[config.mk]
export PLATFORM = sky130hd
export DESIGN_NAME = dith_chan
export DESIGN_NICKNAME = d
export VERILOG_FILES = /design/src/rtl/dith_pkg.sv /design/src/rtl/dith_chan.sv
export SDC_FILE = /design/constraint.sdc
export NUM_CORES = 1
export LEC_CHECK = 0
export BUFFER_PORTS_ARGS = -buffer_cell sky130_fd_sc_hd__buf_2
export CAP_MARGIN = 20
export CORE_MARGIN = 10
export CORE_UTILIZATION = 30
export DETAILED_ROUTE_END_ITERATION = 6
export GPL_TIMING_DRIVEN = 0
export PLACE_DENSITY = 0.56
export SLEW_MARGIN = 0
export SYNTH_ARGS = -nofsm -noshare
export SYNTH_HDL_FRONTEND = slang
export SYNTH_SLANG_ARGS = --single-unit
[constraint.sdc]
create_clock -name vclk -period 25.5
set_clock_uncertainty 0.05 [all_clocks]
set_input_delay 3.825 -clock vclk [all_inputs]
set_output_delay 3.825 -clock vclk [all_outputs]
set_load 0.1 [all_outputs]
[src/rtl/dith_pkg.sv]
// Shared types, constants and arithmetic helpers for the RGB888 to RGB555
// error-diffusion dither. No dependencies.

package dith_pkg;

    // Configuration register indexes and field widths
    localparam int                 CFG_INDEX_W      = 2;
    localparam int                 CFG_DATA_W       = 13;
    localparam logic [CFG_INDEX_W-1:0] REG_IMAGE_WIDTH  = 2'd0;
    localparam logic [CFG_INDEX_W-1:0] REG_IMAGE_HEIGHT = 2'd1;

    localparam int IMG_WIDTH_W  = 11;
    localparam int IMG_HEIGHT_W = 13;
    localparam logic [IMG_WIDTH_W-1:0]  IMG_WIDTH_RESET  = 11'd640;
    localparam logic [IMG_HEIGHT_W-1:0] IMG_HEIGHT_RESET = 13'd480;

    localparam int MAX_WIDTH_DEFAULT = 1024;
    localparam int HEIGHT_LIMIT      = 4096;
    localparam int ROW_W             = 12;

    // Pixel and error-term widths
    localparam int CHAN_W   = 8;
    localparam int OUT_W    = 5;
    localparam int TERM_W   = 3;   // 7/16 and 5/16 terms
    localparam int DL_W     = 2;   // 3/16 term
    localparam int ENTRY_W  = TERM_W + DL_W;
    localparam int NUM_CHAN = 3;
    localparam int LINE_W   = NUM_CHAN * ENTRY_W;
    localparam int DELTA_W  = NUM_CHAN * TERM_W;

    // Rounding and diffusion constants
    localparam logic [CHAN_W-1:0] ROUND_ADD  = 8'h04;
    localparam logic [CHAN_W-1:0] QUANT_MASK = 8'hF8;
    localparam logic [CHAN_W-1:0] CHAN_MAX   = 8'd255;
    localparam logic [7:0]        W_RIGHT     = 8'd7;
    localparam logic [7:0]        W_DOWN      = 8'd5;
    localparam logic [7:0]        W_DOWN_LEFT = 8'd3;
    localparam logic [7:0]        SPREAD_BIAS = 8'd8;

    // Status of the pixel held in the compute stage
    typedef struct packed {
        logic last_col;
        logic last_row;
        logic row_nz;
    } pos_t;

    // Adds a small signed correction to a channel value and clamps to 0..255.
    function automatic logic [CHAN_W-1:0] clamp_add(input logic [CHAN_W-1:0] v,
                                                    input logic [TERM_W-1:0] d);
        logic [9:0] s;
        s = {2'b00, v} + {{(10-TERM_W){d[TERM_W-1]}}, d};
        if (s[9])
            clamp_add = '0;
        else if (s[8])
            clamp_add = CHAN_MAX;
        else
            clamp_add = s[7:0];
    endfunction

    // w*e + 8 in eight bits; bits 7..4 then hold floor((w*e+8)/16).
    function automatic logic [7:0] spread_sum(input logic [3:0] e, input logic [7:0] w);
        logic [7:0] ext;
        ext = {{4{e[3]}}, e};
        spread_sum = 8'(ext * w) + SPREAD_BIAS;
    endfunction

endpackage

[src/rtl/dith_chan.sv]
// Per-channel dither arithmetic: applies incoming error terms, rounds to five
// bits and forms the outgoing error terms. Depends on dith_pkg.

module dith_chan
    import dith_pkg::*;
(
    input  logic [CHAN_W-1:0]  pix,
    input  logic [ENTRY_W-1:0] line_entry,
    input  logic [TERM_W-1:0]  right_term,
    output logic [OUT_W-1:0]   quant,
    output logic [TERM_W-1:0]  t_right,
    output logic [TERM_W-1:0]  t_down,
    output logic [DL_W-1:0]    t_down_left
);

    logic [CHAN_W-1:0] v_above;
    logic [CHAN_W-1:0] v_diag;
    logic [CHAN_W-1:0] v_full;
    logic [CHAN_W:0]   v_round;
    logic [CHAN_W-1:0] q_sat;
    logic [CHAN_W-1:0] q;
    logic [9:0]        err_wide;
    logic [3:0]        err;
    logic [7:0]        p_right;
    logic [7:0]        p_down;
    logic [7:0]        p_dl;

    always_comb
    begin
        // Terms arrive in a fixed order, each partial sum clamped.
        v_above = clamp_add(pix, line_entry[TERM_W-1:0]);
        v_diag  = clamp_add(v_above, {line_entry[ENTRY_W-1], line_entry[ENTRY_W-1:TERM_W]});
        v_full  = clamp_add(v_diag, right_term);

        v_round = {1'b0, v_full} + {1'b0, ROUND_ADD};
        q_sat   = v_round[CHAN_W] ? CHAN_MAX : v_round[CHAN_W-1:0];
        q       = ((|(v_full & ROUND_ADD)) ? q_sat : v_full) & QUANT_MASK;

        // The error always lies in -4..7.
        err_wide = {2'b00, v_full} - {2'b00, q};
        err      = err_wide[3:0];

        p_right = spread_sum(err, W_RIGHT);
        p_down  = spread_sum(err, W_DOWN);
        p_dl    = spread_sum(err, W_DOWN_LEFT);
    end

    assign quant       = q[CHAN_W-1:CHAN_W-OUT_W];
    assign t_right     = p_right[4+TERM_W-1:4];
    assign t_down      = p_down[4+TERM_W-1:4];
    assign t_down_left = p_dl[4+DL_W-1:4];

endmodule

==> results of run 1 <==
synthesized netlist by cell type, types with 2 or more instances:
library cell  number  share of area (%)
fa_1               8                7.8
nor3_1             6                1.5
a211oi_1           2               0.73
buf_2              3               0.73
a221oi_1           3                1.3
a2111o_1           3                1.6
o22ai_1            2               0.61
o21ai_0            9                2.2
xor2_1             9                3.8
a21o_1            13                4.8
ha_1              42                 26
a21oi_2            2               0.85
o21bai_1           2               0.73
and2_1             2               0.61
and3_1             5                1.5
inv_1             21                3.8
o21a_1            12                4.4
nor3b_1            2               0.73
nor2b_1            3               0.91
xnor2_1           12                5.1
buf_6              2                1.1
nand2b_1           7                2.1
a31oi_1            3               0.91
nand2_1           17                3.1
nor2_1            17                3.1
nand3_1            9                2.2
a21oi_1           27                6.6
o211ai_1           2               0.73
cells by family (layout without fill, tap and decap cells):
logic type	count (synthesis)	after routing	share of synthesized area [%]
AOI/OAI and AO/OA	95	95	32.3
adders and majority gates	50	50	33.4
xor gates and xnor gates	22	22	9.74
buffers and inverters	27	56	6.03
muxes	1	1	0.487
and+or+nand+nor	75	75	18.1
cell usage in the layout, fill, tap and decap left out, types with 2 or more instances in the layout:
cell type / instances
a21oi_2: 2
a21o_1: 13
nand2_1: 17
a221oi_1: 3
inv_1: 21
o21a_1: 12
buf_6: 2
a21oi_1: 27
a2111o_1: 3
nand2b_1: 7
buf_2: 32
ha_1: 42
o22ai_1: 2
a31oi_1: 3
nor3_1: 6
nor2b_1: 3
o211ai_1: 2
o21ai_0: 9
nand3_1: 9
nor2_1: 17
o21bai_1: 2
xor2_1: 9
xnor2_1: 12
fa_1: 8
and3_1: 5
nor3b_1: 2
and2_1: 2
a211oi_1: 2
metal layers:
metal / global-route usage (%) / vias up / routed length (µm)
li1: - / 1052 / -
met1: 12.9 / 879 / 2400
met2: 13.9 / 38 / 2000
met3: 1.01 / 6 / 258
met4: 0.963 / 0 / 55
met5: 0 / - / 0
tightest hold or removal path, cell delays in order:
cell      delay (ps)
buf_2            250
nand2_1           80
o221ai_1          90
a311oi_1          80
o31ai_1           70
a21oi_1           50
buf_2            280
cell type report:
cell class | count | area [µm²]
Fill cell | 715 | 4420
Multi-Input combinational cell | 243 | 1930
Timing Repair Buffer | 29 | 145
Tap cell | 80 | 100
Inverter | 21 | 78.8
Buffer | 6 | 45.0
worst min path at each step:
stage                        from        to  depth (start not counted)
global route        right_term[2]  quant[2]                          7
CTS                 right_term[2]  quant[2]                          7
floorplan           right_term[2]  quant[2]                          5
global placement    right_term[2]  quant[2]                          7
finish              right_term[2]  quant[2]                          7
detailed placement  right_term[2]  quant[2]                          7
metrics by stage:
stage / util [%] / hold slack (ps) / cells
2_1_floorplan: - / 8170 / 270
3_3_place_gp: 34.2 / 8500 / 379
3_5_place_dp: 34.2 / 8510 / 379
4_1_cts: 34.2 / 8520 / 379
5_1_grt: 34.2 / 8610 / 379
6_report: 34.2 / 8520 / 379
==> metrics, run 1 <==
CP Max Fanout=12; crit end category=output pin; Synth Cell Area=2050 µm²; Final TNS setup=0 ps; post-cts repair resize count=0; core area=6720 µm²; Syn Inst Count=270; share of cells above drive strength 1=14.7%; Vias=1975; Ant. Diodes=0; DRC Markers=0; # nets final=367; Final Wtd Congestion=0.821; Setup Crit Path Kind=in2out; CLK BUF=0; Starting Density=30.6%; sequential area share after synthesis=0%; fin crit share=71.4%; Crit path depth=44; worst hold path class=in2out; status=finished clean; Die W=103 µm; final count of negative-setup-slack endpoints=0; Synth Area per Inst=7.61 µm²; GRT overflow=0; Final ANT Viol Nets=0; Syn-to-layout area delta=11.9%; vias in the first global route=1808; initial antenna violation count=0; DR pass1 iterations=4; PortBufs=29; num ports=29; slowest CP cell=a21oi_2; Setup crit start=pix[0]; Placed Area=2300 µm²; WP data required=21620 ps; sequential cell area=0 µm²; num sequential=0; type of origin of the critical path=input port; relative slew slack=46.8%; Tightest Pin Transition=790 ps; first-pass GRT wire length=8250 µm; final worst path period need=18220 ps; RSZ-0062 raised after global routing=no; die height=103 µm; vias per cell=5.21; CP delay by family, top=compound AO/OA/AOI/OAI gates; final count of hold timing violations=0; fin. max-slew vios=0; dpl ws=7230 ps; detailed placer's ending HPWL=4050 µm; Synth cell types=53; Setup crit end=t_right[2]; post-route cell area=2300 µm²; maximum clock rate=54.9 MHz; routed len/inst=12.4 µm; Syn. warnings=0; Post-CTS Hold Buffers=0; crit-path max cell delay=540 ps; Initial DRC Count=51; Post-Syn Nets=336; num rows=30; most used cell, CP=ha_1; Critical Path AT=14340 ps; Post-CTS Setup Bufs=0; critical path buffer and inverter count=5; die footprint=10600 µm²; Post-Route WL=4710 µm; fin worst setup slack=7280 ps; largest net degree at the start of global routing=16; aggregate global-route resource usage=8.82%; max-cap viol count=0
Power of run 1 is not shown: default switching activity piles up to over one toggle a cycle in this logic, so the estimate is an artifact.
==> inputs of run 2 (changes only) <==
PLACE_DENSITY = 0.58   (was 0.56)
clock period = 15.02 ns   (was 25.5 ns; I/O delays follow)
==> run 2 against run 1 <==
Setup slack worse by 6400 ps. Clock-buffer cell count unchanged. Final cell count up 0.79%. Critical path depth unchanged. Routed wire length down 0.36%. Hold slack worse by 3100 ps. Critical path type unchanged.
==> metrics, run 2 (synthesis results as in run 1) <==
relative slew slack=45.0% (was 46.8%); largest net degree at the start of global routing=16 (unchanged); most common cell after layout, fill and taps aside=ha_1 (unchanged); dpl ws=-116 ps (was 7230 ps); first-pass GRT wire length=8160 µm (was 8250 µm); cell count after placement=379 (unchanged); Final Wtd Congestion=0.803 (was 0.821); Critical Path AT=11880 ps (was 14340 ps); hold slack=5370 ps (was 8520 ps); vias in the first global route=1877 (was 1808); fin crit share=94.4%; Layout Utilization=35.3% (was 34.2%); Fill cells=708 (was 715); fin worst setup slack=840 ps (was 7280 ps); type of origin of the critical path=input port (unchanged); Vias=1991 (was 1975); Die W=103 µm (unchanged); Initial DRC Count=79 (was 51); met2 usage in global routing=15.5% (was 13.9%); GRT overflow=0 (unchanged); status=finished clean (unchanged); WP data required=12720 ps (was 21620 ps); fin. max-slew vios=0 (unchanged); routing usage on met3=0.670% (was 1.01%); crit-path max cell delay=450 ps (was 540 ps); most used cell, CP=ha_1 (unchanged); CP Max Fanout=10 (was 12); most frequent cells in the layout=ha_1, buf_2, a21oi_1 (unchanged); final count of hold timing violations=0 (unchanged); routed len/inst=12.3 µm (was 12.4 µm); crit end category=output pin (unchanged); PortBufs=29 (unchanged); Post-CTS Hold Buffers=0 (unchanged); num ports=29 (unchanged); GRT met1 Usage=11.5% (was 12.9%); GR peak layer=met2 (unchanged); # nets final=370 (was 367); Multi-input gate area=1980 µm² (was 1930 µm²); Final ANT Viol Nets=0 (unchanged); Ant. Diodes=0 (unchanged); Setup Crit Path Kind=in2out (unchanged); final count of negative-setup-slack endpoints=0 (unchanged); Tightest Pin Transition=816 ps (was 790 ps); vias per cell=5.21 (about the same); share of cells above drive strength 1=17.5% (was 14.7%); num rows=30 (unchanged); Post-Route WL=4700 µm (was 4710 µm); slowest CP cell=fa_1 (was a21oi_2); RSZ-0062 raised after global routing=no (unchanged); die height=103 µm (unchanged); aggregate global-route resource usage=8.63% (was 8.82%); max-cap viol count=0 (unchanged); Starting Density=30.6% (unchanged); CLK BUF=0 (unchanged); Syn-to-layout area delta=15.4% (was 11.9%); detailed placer's ending HPWL=3950 µm (was 4050 µm); worst hold path class=in2out (unchanged); final worst path period need=14180 ps; die footprint=10600 µm² (unchanged); core area=6720 µm² (unchanged); maximum clock rate=70.5 MHz; Finished Layout Cells=382 (was 379); num sequential=0 (unchanged); initial antenna violation count=0 (unchanged); DRC Markers=0 (unchanged); sequential cell area=0 µm² (unchanged); DR pass1 iterations=4 (unchanged)
-- run 2: cell count changes in the layout (fill, tap and decap cells not counted) --
cell and delta:
buf_4 +4, xnor2_1 -3, xnor2_2 +3, a21oi_2 -1, a21oi_4 +1, a221oi_1 -1, a221oi_2 +1, buf_2 -1
ha_1 -1, ha_2 +1, o41ai_1 -1, o41ai_2 +1
-- run 2: metal layers --
layer  part of all wire, %  up-vias
met4                  0.40        0
met1                    50      895
met3                   4.4        2
met5                     0        -
li1                      -     1061
met2                    45       33
-- run 2: worst paths after layout --
kind                       from          to  slack [ps]  cells past startpoint
setup / recovery         pix[0]  t_right[2]         840                     44
hold / removal    right_term[2]    quant[2]        5370                      7
-- run 2: timing repair --
item,4_1_cts,5_1_grt
endpoints found under the setup margin,1,2
buffers inserted,0,3
resized for setup,1,8
pin swaps,0,2
-- run 2: per-stage QoR --
stage / cell area (µm²) / setup TNS, ps
after floorplan: 2050 / 0
final: 2370 / 0
after CTS: 2310 / 0
after global placement: 2300 / -11.6
after detailed placement: 2300 / -116
after global routing: 2370 / 0
-- run 2: critical path, delay by kind of cell --
| family | cells | cell delay (ps) |
|---|---|---|
| xor+xnor | 3 | 670 |
| mux | 1 | 150 |
| buf+inv | 5 | 780 |
| fa+ha+maj | 10 | 3150 |
| simple gates | 6 | 990 |
| compound gates | 19 | 3830 |
-- run 2: cell type report --
class	count	area share (%)
Inverter	21	3.32
Tap cell	80	4.22
Multi-Input combinational cell	243	83.4
Buffer	6	1.90
Timing Repair Buffer	32	7.18
Power of run 2 is left out for the same reason.
